File: src/hw/rtl/cnm_pkg.sv
//------------------------------------------------------------------------------
// cnm_pkg: shared types and constants of the cellular noise map.
// Holds the payload structs, command and status codes and controller states.
//------------------------------------------------------------------------------
package cnm_pkg;

	localparam int MaxPoints = 64;
	localparam int PtW       = 6;
	localparam int CntW      = 7;
	localparam int FracBits  = 8;

	typedef enum logic [1:0] {
		CMD_CLEAR   = 2'd0,
		CMD_ADD     = 2'd1,
		CMD_COMPUTE = 2'd2,
		CMD_READ    = 2'd3
	} cmd_t;

	typedef enum logic [1:0] {
		ST_OK    = 2'd0,
		ST_FEW   = 2'd1,
		ST_FULL  = 2'd2,
		ST_RANGE = 2'd3
	} stat_t;

	typedef enum logic [1:0] {
		REG_MODE   = 2'd0,
		REG_INVERT = 2'd1,
		REG_WIDTH  = 2'd2,
		REG_HEIGHT = 2'd3
	} reg_t;

	typedef struct packed {
		logic [1:0] command;
		logic [7:0] coord_x;
		logic [7:0] coord_y;
	} in_word_t;

	typedef struct packed {
		logic [15:0] value;
		logic [1:0]  status;
	} out_word_t;

	typedef enum logic [3:0] {
		S_IDLE,
		S_PT_RD,
		S_DIST,
		S_SQRT,
		S_PT_NEXT,
		S_COMBINE,
		S_MUL,
		S_STORE,
		S_RD_MEM,
		S_RD_SETUP,
		S_DIV,
		S_DONE
	} state_t;

	// Controller to datapath commands.
	typedef struct packed {
		logic start_pixel;  // reset pixel scan, F1/F2
		logic next_pixel;   // advance pixel counters
		logic clr_extremes;
		logic rd_point;     // register point table read
		logic calc_dist;    // register squared distance
		logic sqrt_start;
		logic sqrt_step;
		logic upd_min;      // fold distance into F1/F2, advance point
		logic mul_start;
		logic mul_step;
		logic combine;      // form pixel value
		logic store;        // write pixel and update extremes
		logic commit;       // publish extremes
		logic rd_mem;       // read pixel store at input address
		logic div_setup;
		logic div_step;
	} ctl_t;

	typedef struct packed {
		logic pt_last;      // current point is the last one
		logic sqrt_done;
		logic mul_done;
		logic pix_last;     // current pixel is the last in the grid
		logic div_done;
	} sts_t;

endpackage

File: src/hw/rtl/cnm_ctrl.sv
//------------------------------------------------------------------------------
// cnm_ctrl: command sequencer of the cellular noise map.
// Walks the pixel and point loops of a compute and the steps of a read.
//------------------------------------------------------------------------------
module cnm_ctrl import cnm_pkg::*; (
	input  logic     clk,
	input  logic     arst_n,
	input  logic     go_compute,
	input  logic     go_read,
	input  logic     use_mul,
	input  sts_t     sts,
	output ctl_t     ctl,
	output logic     busy,
	output logic     finish
);

	state_t state_q, state_d;

	always_ff @(posedge clk or negedge arst_n) begin
		if (!arst_n) state_q <= S_IDLE;
		else state_q <= state_d;
	end

	always_comb begin
		state_d = state_q;
		ctl     = '0;
		finish  = 1'b0;
		busy    = (state_q != S_IDLE);
		unique case (state_q)
			S_IDLE: begin
				if (go_compute) begin
					ctl.start_pixel  = 1'b1;
					ctl.clr_extremes = 1'b1;
					state_d = S_PT_RD;
				end else if (go_read) begin
					ctl.rd_mem = 1'b1;
					state_d = S_RD_MEM;
				end
			end
			S_PT_RD: begin
				ctl.rd_point = 1'b1;
				state_d = S_DIST;
			end
			S_DIST: begin
				ctl.calc_dist = 1'b1;
				state_d = S_SQRT;
			end
			S_SQRT: begin
				ctl.sqrt_start = 1'b1;
				state_d = S_PT_NEXT;
			end
			S_PT_NEXT: begin
				if (!sts.sqrt_done) ctl.sqrt_step = 1'b1;
				else begin
					ctl.upd_min = 1'b1;
					state_d = sts.pt_last ? S_COMBINE : S_PT_RD;
				end
			end
			S_COMBINE: begin
				if (use_mul) begin
					ctl.mul_start = 1'b1;
					state_d = S_MUL;
				end else begin
					ctl.combine = 1'b1;
					state_d = S_STORE;
				end
			end
			S_MUL: begin
				if (!sts.mul_done) ctl.mul_step = 1'b1;
				else begin
					ctl.combine = 1'b1;
					state_d = S_STORE;
				end
			end
			S_STORE: begin
				ctl.store = 1'b1;
				if (sts.pix_last) begin
					ctl.commit = 1'b1;
					state_d = S_DONE;
				end else begin
					ctl.next_pixel = 1'b1;
					state_d = S_PT_RD;
				end
			end
			S_RD_MEM: begin
				state_d = S_RD_SETUP;
			end
			S_RD_SETUP: begin
				ctl.div_setup = 1'b1;
				state_d = S_DIV;
			end
			S_DIV: begin
				if (!sts.div_done) ctl.div_step = 1'b1;
				else state_d = S_DONE;
			end
			S_DONE: begin
				finish  = 1'b1;
				state_d = S_IDLE;
			end
			default: state_d = S_IDLE;
		endcase
	end

endmodule

File: config.mk
export PLATFORM = sky130hd
export DESIGN_NAME = cnm_ctrl
export DESIGN_NICKNAME = d
export VERILOG_FILES = /design/src/hw/rtl/cnm_pkg.sv /design/src/hw/rtl/cnm_ctrl.sv
export SDC_FILE = /design/constraint.sdc
export NUM_CORES = 1
export LEC_CHECK = 0
export BUFFER_PORTS_ARGS = -buffer_cell sky130_fd_sc_hd__buf_2
export CORE_AREA = 10 10 47 49
export CTS_CLUSTER_DIAMETER = 80
export DETAILED_ROUTE_END_ITERATION = 8
export DIE_AREA = 0 0 57 59
export PLACE_DENSITY = 0.66
export SYNTH_ARGS = -nofsm -noshare
export SYNTH_HDL_FRONTEND = slang
export SYNTH_SLANG_ARGS = --single-unit
File: constraint.sdc
create_clock -name clk -period 1.7 [get_ports clk]
set_input_delay 0.085 -clock clk [delete_from_list [all_inputs] [get_ports clk]]
set_output_delay 0.085 -clock clk [all_outputs]
set_load 0.005 [all_outputs]
* Word level (Yosys, flattened, before mapping)
Index checks and enable logic that the tools add are counted.
** Word-level totals
- Word-level logic and storage cells :: 54
- Bits in registers :: 4
** Operators by class
- Reduce and logical (&&, ||, !) cells :: 3
- Multiplexer cells :: 35
- Equal/unequal tests :: 15
** Operators by type and width (number)
- one-hot mux 4 bit (11 select lines) :: 1
- 2-to-1 mux 1 bit :: 24
- 2-to-1 mux 4 bit :: 6
- equality test 4 x 3 -> 1 bit, second input constant :: 4
- equality test 4 bit, second input constant :: 4
- equality test 4 x 2 -> 1 bit, second input constant :: 2
- inequality test 2 bit, second input constant :: 3
- equality test 4 x 1 -> 1 bit, second input constant :: 1
- zero test 4 bit :: 1
- 2-to-1 mux 2 bit :: 2
- AND reduction 4 bit :: 1
- nonzero test 4 bit :: 1
- 2-to-1 mux 3 bit :: 1
- inequality test 3 bit, second input constant :: 1
- one-hot mux 1 bit (2 select lines) :: 1

* Longest topological paths before layout
Gate-level depths: netlist (run 1).
- Word-level depth :: 3
- Depth in mapped cells :: 5

* Worst setup path after synthesis (run 1)
Ideal clock, no wire load.
- Path kind :: register to register
- Start point :: register state_q[1]
- End point :: register state_q[3]
- Stages on the path, launching flop included :: 5
- Period minus slack after synthesis :: 1556 ps
- Data required time :: 1576 ps
- Setup slack :: 144 ps
- Arrival :: 1432 ps
- Buffers on the path :: 0
- Cell sequence :: dfrtp_1 or4_4 or3_1 o211ai_2 o21bai_2
** On the way
- Word-level cells in the longest chain between the ends :: 3
- Elaborated cells on any way between the ends :: 17
** Ends and longest elaborated chain
- start, declared :: RTL line cnm_ctrl.sv:17 : state_t state_q, state_d;
- start signal, assigned :: RTL line cnm_ctrl.sv:21 : else state_q <= state_d;
- equality test 4 x 3 -> 1 bit, or another cell as far along :: RTL line cnm_ctrl.sv:29 : unique case (state_q)
- inequality test 2 bit (no line) or inequality test 3 bit (tied branches)
- AND reduction 4 bit (no line)
Several ways; a longest one is shown, not always the timed one.
A chain may end at the register's enable or synchronous reset.

* Worst setup path in the final report (run 1)
- Start point :: register state_q[3]
- End point :: register state_q[3]
The elaborated chain is that of the path after synthesis.

==> flow_results.org, run 1 <==
** Die
- DIE AREA :: 3360 um^2
- The floorplan step defined a core boundary enclosing 1400 um^2.
- Measured along the y axis, the die boundary spans 59 um.
- Initial standard-cell utilization of the core :: between 30% and 40%
- Number of cell rows :: 14
- 28 I/O pins were placed.
- From left edge to right edge, the die measures 57 um.

** CTS
- TritonCTS built the clock tree.
- After clock tree synthesis, the clock-pin slew on the worst setup and hold paths is 0.04 ns.
- Sinks on the clock net :: 4
- Number of buffers created by CTS :: 3
- Root Buffer :: clkbuf_4
- Number of H-tree levels :: 1
- Clock insertion delay at the later pin of the skew report :: roughly 0.24 ns
- Counting along the longest clock path gives a buffer depth of 2.

** Setup path
- Worst r2r dst :: state_q[3]
- Worst r2r path cells :: 4
- Category of the worst setup path launch point :: flip-flop
- The setup path with the least slack is of type reg -> reg.
- STA classifies the critical path endpoint as a flip-flop.
- In this run the worst setup path begins at state_q[3].
- Data required, critical path :: roughly 1.8 ns
- The startpoint identified for the worst register-to-register timing path is state_q[3].
- Across all register-to-register paths, the minimum setup slack is between 0.1 and 0.15 ns.
- At the worst endpoint, the arrival time is 1.69 ns.
- Critical path fanouts, max :: 5

** Min path
- The worst hold path terminates at state_q[3].
- Worst Hold Class :: in -> reg
- Counting instances, the worst hold path has a depth of 3.
- Start point of the worst hold path :: sts[1]

** Detailed routing
- Number of DRC markers in iteration 0 :: 3
- After detailed routing, the total wire length is 1390 um.
- DRT antenna net count :: 0
- Number of vias after detailed routing :: 532
- Average vias per placed instance :: 5.07
- After detailed routing, the number of remaining DRC violations is 0.
- The first detailed-routing pass ran for 4 iterations.
- In the final routed layout, each cell accounts on average for 13.3 um.

** Timing
- RSZ-0062 raised after global routing :: false
- For the final routed database, the setup TNS stands at 0 ns.
- Final Critical Period :: 1.57 ns
- Portion of the clock cycle consumed by the worst path in the final layout :: 92.1%
- Final-layout worst hold slack :: 0.163 ns
- Count of pins over their slew limit :: 0
- Static timing analysis puts the maximum clock frequency at ~0.64 GHz.
- Final setup viols :: 0
- The worst pin sits at a relative slew slack of 83.1%.
- Final worst clock skew :: 0.00253 ns
- The number of failing hold endpoints at the final stage was 0.
- At the pin with the least slew margin, the transition time is 0.250 ns.
- Post-layout worst setup margin :: 0.134 ns

** Yosys
- In this run the biggest area consumer among cell types represents a little under a quarter of the synthesized area.
- Of all flip-flops after synthesis, the portion carrying an async set or reset was 100%.
- Synthesis inferred 4 register bits.
- Largest area contributor in the synthesized netlist :: dfrtp_1
- Share of the yosys chip area belonging to registers :: 23.7%
- Number of nets in the synthesized netlist :: 69
- In the synthesized netlist, the cells that appear most often are 9 x nor2_1, 7 x nor3_1, 5 x clkbuf_1, 5 x nand2b_1, 4 x dfrtp_1.
- In this run the cell area of the synthesized design comes to 423 um^2.
- The most used flip-flop cell after synthesis is dfrtp_1.
- Synth Instances :: 59
- Unique cell type count in the Yosys netlist :: 28
- In this run the mean area of a mapped cell was slightly above 7 um^2.
- Counting flops with a built-in enable in the synthesized netlist gives 0.
- The most common cell in the synthesized netlist is nor2_1.
- Yosys warning count :: 0
- In the post-synthesis netlist, the biggest area contributors are dfrtp_1 24%, nor3_1 8.3%, nor2_1 8.0%.

** Power
- Ratio of total power to cell area :: 1610 nW/um^2
- Peak VDD IR :: 0.000608 V
- In this run the static leakage power is between 0.3 and 0.4 nW.

** Cells and area
- The largest registers in the layout are state_q x4.
- Relative to the synthesized area, the layout overhead comes to 48.2%.
- state_q holds more flip-flops than any other register.
- Proportion of layout cells with a drive suffix above 1 :: 43.8%
- The final layout contains 101 nets.
- ANT cells :: 0
- The finished cells cover 627 um^2.
- Final core utilization :: 44.7%
- Largest register FFs :: 4

** Placed design
- Once placement finished, the instance area stood at 589 um^2.
- Dpl hpwl :: 1090 um
- Placer Congestion :: 0.787
- Number of buffers inserted by port buffering :: 27
- Prior to clock tree synthesis, the placed netlist has a worst setup slack of 0.152 ns.

** Global routing
- Entering global routing, the biggest net connects 16 pins.
- The first global-routing pass estimated between 2000 and 2500 um of wire.
- After global routing the overflow that remains totals 0.
- Global routing used 9.02% of the available tracks across all layers.
- The initial antenna violation count came to 0.
- The via count of the first global-routing pass came to 543.

** Job
- The tool flagged a number of max-cap violations equal to 0.

** Status
- The flow ran to the end, and the final reports show no timing, DRC or antenna violations.
cell families after synthesis:
group	Yosys count	share of synthesized area, %
AND/OR/NAND/NOR	33	43.2
AO/OA/AOI/OAI	13	24.3
buffers and inverters	9	8.88
flip-flops	4	23.7
critical path: stages, from the launching register on:
cell and delay [ns]:
dfrtp_1 0.41, or4_4 0.52, or3_1 0.35, o211ai_2 0.09
o21bai_2 0.08
report_power, final:
group	internal, mW	switching [mW]	leakage (nW)	total (mW)
clock	0.0791	0.0414	0.0138	0.121
combinational	0.326	0.390	0.267	0.716
sequential	0.142	0.0302	0.0485	0.172
total	0.547	0.462	0.329	1.01
worst max-delay path by stage:
stage,endpoint,cells past startpoint
floorplan,state_q[3],4
global placement,state_q[3],4
detailed placement,state_q[3],4
CTS,ctl[2],3
global route,ctl[8],4
finish,state_q[3],4
routing by layer:
layer | GRT usage (%) | up-vias | routed length [um]
li1 | - | 274 | -
met1 | 10.1 | 231 | 621
met2 | 12.1 | 22 | 592
met3 | 4.08 | 5 | 121
met4 | 9.06 | 0 | 58
met5 | 0 | - | 0
repair_timing:
action	CTS	global route
resized for setup	0	1
buffers inserted	0	0
endpoints found under the setup margin	0	1
endpoints found under the hold margin	4	0
hold buffers	1	0
through the flow:
step           total power [mW]  std cells
4_1_cts                    1.02        105
3_3_place_gp              0.884        101
3_5_place_dp              0.893        101
2_1_floorplan             0.642         59
5_1_grt                    1.13        105
6_report                   1.01        105
area by class of cell:
type                            count  area (um^2)
Sequential cell                     4          100
Inverter                            3         11.3
Timing Repair Buffer               33          183
Tap cell                           16         20.0
Fill cell                         163          774
Clock buffer                        3         22.5
Multi-Input combinational cell     46          290
placed cells by master, fill, tap and decap left out, drive strengths merged:
master	instances
o211ai	1
dfrtp	4
nand2b	5
or3	1
a2bb2oi	1
nor3b	1
buf	32
o21bai	1
inv	3
nor4b	1
a221o	1
nor4	2
and3	1
or4	1
o41ai	1
nand2	2
a21oi	3
nor2	9
and2	1
o21ai	1
nor3	7
clkbuf	3
a21boi	1
dlygate4sd3	1
or4b	1
o21a	1
nor2b	1
a211oi	1
o22a	1
No activity file was read; power rests on OpenSTA's default activity.
==> run 2, diff against run 1 <==
- REMOVE_ABC_BUFFERS: not set -> 1
==> run 2 against run 1 <==
Compared with the run above:
- combinational power fell by 1%
- flip-flop and latch count did not move
- die area did not move
- highest routed layer is now met3
==> flow_results.org, run 2 (synthesis results as in run 1) <==
** Status
- The flow ran to the end, and the final reports show no timing, DRC or antenna violations.

** Die
- The region available for standard cell placement spans 1400 um^2.
- Pin placement for this block handled 28 I/O pins.
- Die X :: 57 um
- Measured along the y axis, the die boundary spans 59 um.
- Row generation in the floorplan step produced 14 rows.
- For this configuration, the core starts out at a cell density of 30.2%.
- DIE AREA :: 3360 um^2

** Global routing
- The layer flagged by global routing as most heavily used is met2.
- For met3 alone, demand over resource in global routing was just over 4%.
- Remaining Overflow, GRT :: 0
- The first global-routing pass estimated around 2300 um of wire.
- Entering global routing, the biggest net connects 16 pins.
- GRT Overall Usage :: 8.16%
- For this run, global-route usage on met1 was measured as 7.68%.
- Met2 Track Usage GR :: 14.9%
- The initial antenna violation count came to 0.
- The via count of the first global-routing pass is ~520.

** Setup path
- Endpoint type of the worst setup path :: primary output
- Category of the worst setup path launch point :: flip-flop
- For the worst setup path, the data required time is 1.62 ns.
- Critical path fanouts, max :: 10
- CP Launch Point :: state_q[2]
- In this run the critical register-to-register path is launched from state_q[0].
- CP Data Arrival Time :: 1.48 ns
- Worst Setup Path Type :: reg -> out

** Timing
- Count of pins over their slew limit :: 0
- Hold violation total from the final report :: 0
- On the final layout, the worst hold slack is 0.171 ns.
- Setup TNS :: 0 ns
- Derived from the worst setup path, the maximum achievable clock frequency is 0.641 GHz.
- Post-layout worst setup margin :: 0.140 ns
- Clock skew on the completed layout was measured at 0.00810 ns.
- Setup violations remaining at the end of the flow were counted as 0.
- Measured against its own limit, the worst slew margin works out to 79.0%.
- Final Critical Period :: 1.56 ns
- After layout, the worst path uses 91.8% of the clock period.
- At the pin with the least slew margin, the transition time is 0.311 ns.
- RSZ-0062 raised after global routing :: false

** Placed design
- Placed cell area :: about 590 um^2
- Number of buffers inserted by port buffering :: 27
- Placer Congestion :: 0.721
- Once detailed placement completed, the half-perimeter wirelength came to ~1200 um.
- OpenSTA, run right after detailed placement, puts the worst setup slack at 0.167 ns.

** CTS
- Root Buffer :: clkbuf_4
- Clock latency on the worst-skew pair, taken at its later pin, is 0.24 ns.
- Clock tree from TritonCTS :: yes
- TritonCTS created 3 clock buffers.
- Clock-pin slew of the registers on the worst-case setup and hold paths :: 0.04 ns
- The tree built by TritonCTS fans out to 4 sinks.
- Once the clock tree was built, the resizer swapped 0 gates to a different size.
- Once the clock tree was built, the setup fixing pass inserted 0 buffers.
- No sink is reached through more buffers than the 2 on the longest clock path.
- In this run the number of H-tree levels came out at 1.

** Cells and area
- In the final layout, flip-flops and latches occupy 100 um^2.
- Final core utilization :: 44.4%
- Layout Nets :: 101
- Filler cells :: 157
- Largest register FFs :: 4
- Biggest regs :: state_q x4
- The post-route netlist has a little over two fifths of its cells at a drive strength greater than 1.
- The area growth from synthesis to layout is 47.0%.
- In the final layout, the multi-input gates occupy 285 um^2.
- ANT cells :: 0
- Leaving out fill and tap cells, the most frequent cells in the layout are 27 x buf_2, 9 x nor2_1, 7 x nor3_1, 5 x nand2b_1, 5 x buf_4.
- Final design area excluding fillers :: 622 um^2
- The register with the most flip-flops in the final layout is state_q.
- Most common cell after layout, fill and taps aside :: buf_2

** Power
- Summed over all cells, the static leakage comes to 0.328 nW.
- The worst-case IR drop observed on VDD is 0.000561 V.
- Ratio of total power to cell area :: roughly 1600 nW/um^2

** Detailed routing
- The routed layout has between 500 and 600 vias.
- The routed design has 1470 um of wire.
- Number of iterations in the first detailed-routing pass :: 4
- DRT antenna net count :: 0
- Number of DRC markers in iteration 0 :: 21
- In the routed layout, each cell is associated on average with a via count of 5.07.
- Final routed DRC violation total :: 0
- WL/cell :: between 10 and 15 um

** Min path
- Start point of the worst hold path :: sts[1]
- Worst Hold Class :: in -> reg

** Job
- Max-capacitance violation count :: 0
==> run 2: cell count changes in the layout (fill, tap and decap cells not counted) <==
| cell | before | now |
|---|---|---|
| nor3b_1 | 0 | 1 |
| nor3b_2 | 1 | 0 |
==> run 2: layout make-up <==
type / instances / area share, %
Timing Repair Buffer: 33 / 29.4
Tap cell: 16 / 3.22
Sequential cell: 4 / 16.1
Clock buffer: 3 / 3.62
Multi-Input combinational cell: 46 / 45.9
Inverter: 3 / 1.81
==> run 2: through the flow <==
stage               power (mW)  instances
finish                    1.01        105
global route              1.10        105
CTS                       1.02        105
detailed placement       0.897        101
global placement         0.881        101
floorplan                0.603         53
==> run 2: worst paths after layout <==
check	end	slack, ns	depth (start not counted)
max	ctl[0]	0.14	4
min reg2reg	state_q[1]	0.67	2
min	state_q[3]	0.17	3
min in group asynchronous	state_q[2]	0.18	2
max in group asynchronous	state_q[3]	1.39	2
max reg2reg	state_q[3]	0.16	4
==> run 2: where the power goes <==
| part | switching [mW] | total, mW | internal [mW] |
|---|---|---|---|
| clock network | 0.0375 | 0.116 | 0.0788 |
| logic | 0.385 | 0.708 | 0.324 |
| registers | 0.0428 | 0.185 | 0.142 |
| total | 0.465 | 1.01 | 0.545 |
==> run 2: routing by layer <==
metal | vias up | part of all wire, %
met3 | 0 | 8.9
li1 | 272 | -
met4 | 0 | 0
met2 | 18 | 52
met5 | - | 0
met1 | 242 | 39
==> run 2: worst max-delay path: stages (launching register included) <==
cell and delay, ns:
dfrtp_1 0.44, buf_4 0.20, nand2b_1 0.18, nor3_1 0.24
buf_2 0.17
==> run 2: what timing repair did <==
| action | CTS | global route |
|---|---|---|
| hold buffers | 1 | 0 |
| endpoints found under the hold margin | 4 | 0 |
| endpoints found under the setup margin | 0 | 0 |
==> run 3, diff against run 2 <==
- clock period: 1.7 -> 1.8 ns (I/O delays scaled with it)
==> run 3 against run 2 <==
Compared with the run above:
- via count rose by 1.3%
- critical endpoint is now ctl[2]
- largest power group unchanged
- combinational power decreased by 5.2%
- total power decreased by 5.3%
- cell area unchanged
==> flow_results.org, run 3 (synthesis results as in run 1) <==
** Status
- The flow ran to the end, and the final reports show no timing, DRC or antenna violations.

** Placed design
- Routability-driven placement finished with a final weighted congestion of 0.811.
- Number of buffers inserted by port buffering :: 27
- Placed cell area :: 589 um^2
- Once detailed placement completed, the half-perimeter wirelength came to approximately 1200 um.

** Cells and area
- The sequential cells in the finished layout cover a total of approximately 100 um^2.
- The register with the most flip-flops in the layout has 4 of them.
- Area Growth Syn to Fin :: 47.0%
- Leaving out fill and tap cells, the most frequent cell in the layout is buf_2.
- The largest registers in the layout are state_q x4.
- The number of antenna diodes in the final layout is 0.
- state_q holds more flip-flops than any other register.
- In the layout the commonest cells are 27 x buf_2, 9 x nor2_1, 7 x nor3_1, 5 x nand2b_1, 5 x buf_4.
- Area used by multi-input combinational logic :: 285 um^2
- Final design area excluding fillers :: 622 um^2
- Proportion of layout cells with a drive suffix above 1 :: 42.7%
- Filler cells :: 163
- At the end of the flow, the number of nets in the layout was 101.

** Power
- Cell-internal power :: around 520 uW
- The share of total power dissipated in the clock network is 12.1%.
- Summing internal, switching and leakage power gives 956 uW.
- In this run, the combinational gates consume a little over two thirds of the power.
- Of the total power, registers draw 17.7%.
- For this design the total switching power over the nets is approximately 440 uW.
- Net switching is between 40% and 50% of the power.
- Static Leakage :: 0.328 nW
- Power spread over the standard cell area amounts to 1540 nW/um^2.
- The worst-case IR drop observed on VDD is 0.000602 V.

** Timing
- Measured slew at the worst slew-check pin :: between 0.2 and 0.3 ns
- Max Clk Rate :: 0.637 GHz
- Count of pins over their slew limit :: 0
- Setup TNS :: 0 ns
- Portion of the clock cycle consumed by the worst path in the final layout :: 87.2%
- Worst relative slew slack :: 80.9%
- Final worst clock skew :: between 0.005 and 0.006 ns
- The number of failing hold endpoints at the final stage came to 0.
- For the finished layout, the period the worst path requires is 1.57 ns.
- RSZ-0062 raised after global routing :: false
- Final setup viols :: 0

** CTS
- Clock-pin slew of the registers on the worst-case setup and hold paths :: 0.04 ns
- Clock tree from TritonCTS :: yes
- For this design, the sink count on the clock tree is 4.
- In this run the number of H-tree levels came out at 1.
- Clock insertion delay at the later pin of the skew report :: about 0.24 ns
- CTS placed an instance of clkbuf_4 at the clock tree root.
- CTS max path bufs :: 2
- Post-cts sizing count :: 0
- Buffers inserted during clock tree synthesis total 3.

** Global routing
- For this run the aggregate overflow at the end of global routing stands at 0.
- The first global-routing pass estimated 2500 um of wire.
- GRT Overall Usage :: under 10%
- Entering global routing, the biggest net connects 16 pins.
- The initial antenna violation count was 0.
- The via count of the first global-routing pass was 549.

** Setup path
- Of all nets on the critical path, the largest fanout is 4.
- The worst setup path is captured at a primary output.
- Data required, critical path :: 1.71 ns
- Biggest cell delay along the critical path :: approximately 0.55 ns
- Cell with the largest stage delay on the worst path :: or4_4
- Buffers & Inverters on Critical Path :: 1
- Ordered list of cells on the worst path :: or4_4 > nor3b_1 > buf_2
- STA classifies the critical path startpoint as a flip-flop.
- At the worst endpoint, the arrival time is ~1.5 ns.
- Grouping stages by cell kind, the critical path spends the most delay in simple AND/OR/NAND/NOR gates.
- By startpoint and endpoint, the worst setup path is classified as reg -> out.

** Detailed routing
- Aggregate routed wire length :: 1480 um
- The routed layout has between 500 and 600 vias.
- The detailed router finished its first iteration with 4 violations.
- Average vias per placed instance :: about 5.1
- The detail route stage leaves a number of antenna-violating nets equal to 0.
- For this run, design rule violations remaining after detail routing come to 0.
- The first detailed-routing pass took 4 iterations.
- WL/cell :: 14.1 um

** Min path
- The worst hold path belongs to the class in -> async.

** Die
- DIE AREA :: between 3000 and 4000 um^2
- In this run the horizontal extent of the chip is ~57 um.
- Number of cell rows :: 14
- Standard cell core area :: 1400 um^2
- Once the floorplan was initialized, standard cells occupied 30.2% of the core.
- For this design the top-level I/O count stands at 28.
- The die is between 50 and 60 um tall.

** Job
- Across the run, the number of max-cap violations was 0.
-- run 3: cell counts in the layout (fill, tap and decap cells not counted) --
Identical to the previous run, type by type.
-- run 3: final timing paths --
check                             endpoint  slack, ns       start  depth (start not counted)
max in group asynchronous       state_q[0]       1.49      arst_n                          2
worst max-delay path                ctl[2]       0.23  state_q[0]                          3
worst min-delay path            state_q[2]       0.18      arst_n                          2
min in group clk                state_q[3]       0.18      sts[1]                          3
worst max register to register  state_q[3]       0.25  state_q[0]                          4
worst min register to register  state_q[1]       0.66  state_q[3]                          2
-- run 3: power by group through the flow --
stage	Clock, mW	Sequential [mW]	Combinational [mW]
5_1_grt	0.122	0.177	0.751
2_1_floorplan	0	0.238	0.331
6_report	0.115	0.169	0.671
3_5_place_dp	0	0.169	0.674
4_1_cts	0.119	0.169	0.678
3_3_place_gp	0	0.165	0.669
-- run 3: final cells by class --
class                   instances  area share, %
inverters                       3           1.81
flip-flops and latches          4           16.1
clock buffers                   3           3.62
multi-input cells              46           45.9
repair buffers                 33           29.4
well taps                      16           3.22
-- run 3: repair_timing --
item,CTS,global route
hold buffers,1,0
endpoints found under the setup margin,0,0
hold endpoints to repair,4,0
buffers inserted,0,0
-- run 3: routing by layer --
| metal | track usage [%] | part of all wire (%) | routed length [um] |
|---|---|---|---|
| met5 | 0 | 0 | 0 |
| met3 | 4.08 | 8.1 | 120 |
| met4 | 3.02 | 0.34 | 5 |
| met2 | 15.8 | 52 | 773 |
| met1 | 9.70 | 39 | 577 |
-- run 3: through the flow --
step                      util, %  worst slack [ns]  hold slack [ns]  cells
after floorplan                 -             0.146           -0.206     53
after global placement       42.1             0.280           -0.101    101
final                        44.4             0.231            0.178    105
after detailed placement     42.1             0.251          -0.0993    101
after CTS                    44.4             0.208            0.178    105
after global routing         44.4             0.123            0.185    105
-- run 3: worst reg2reg max path, stage by stage (launching register included) --
cell and delay [ns]:
dfrtp_1 0.37, or4_4 0.55, or3_1 0.34, o211ai_2 0.09, o21bai_2 0.09
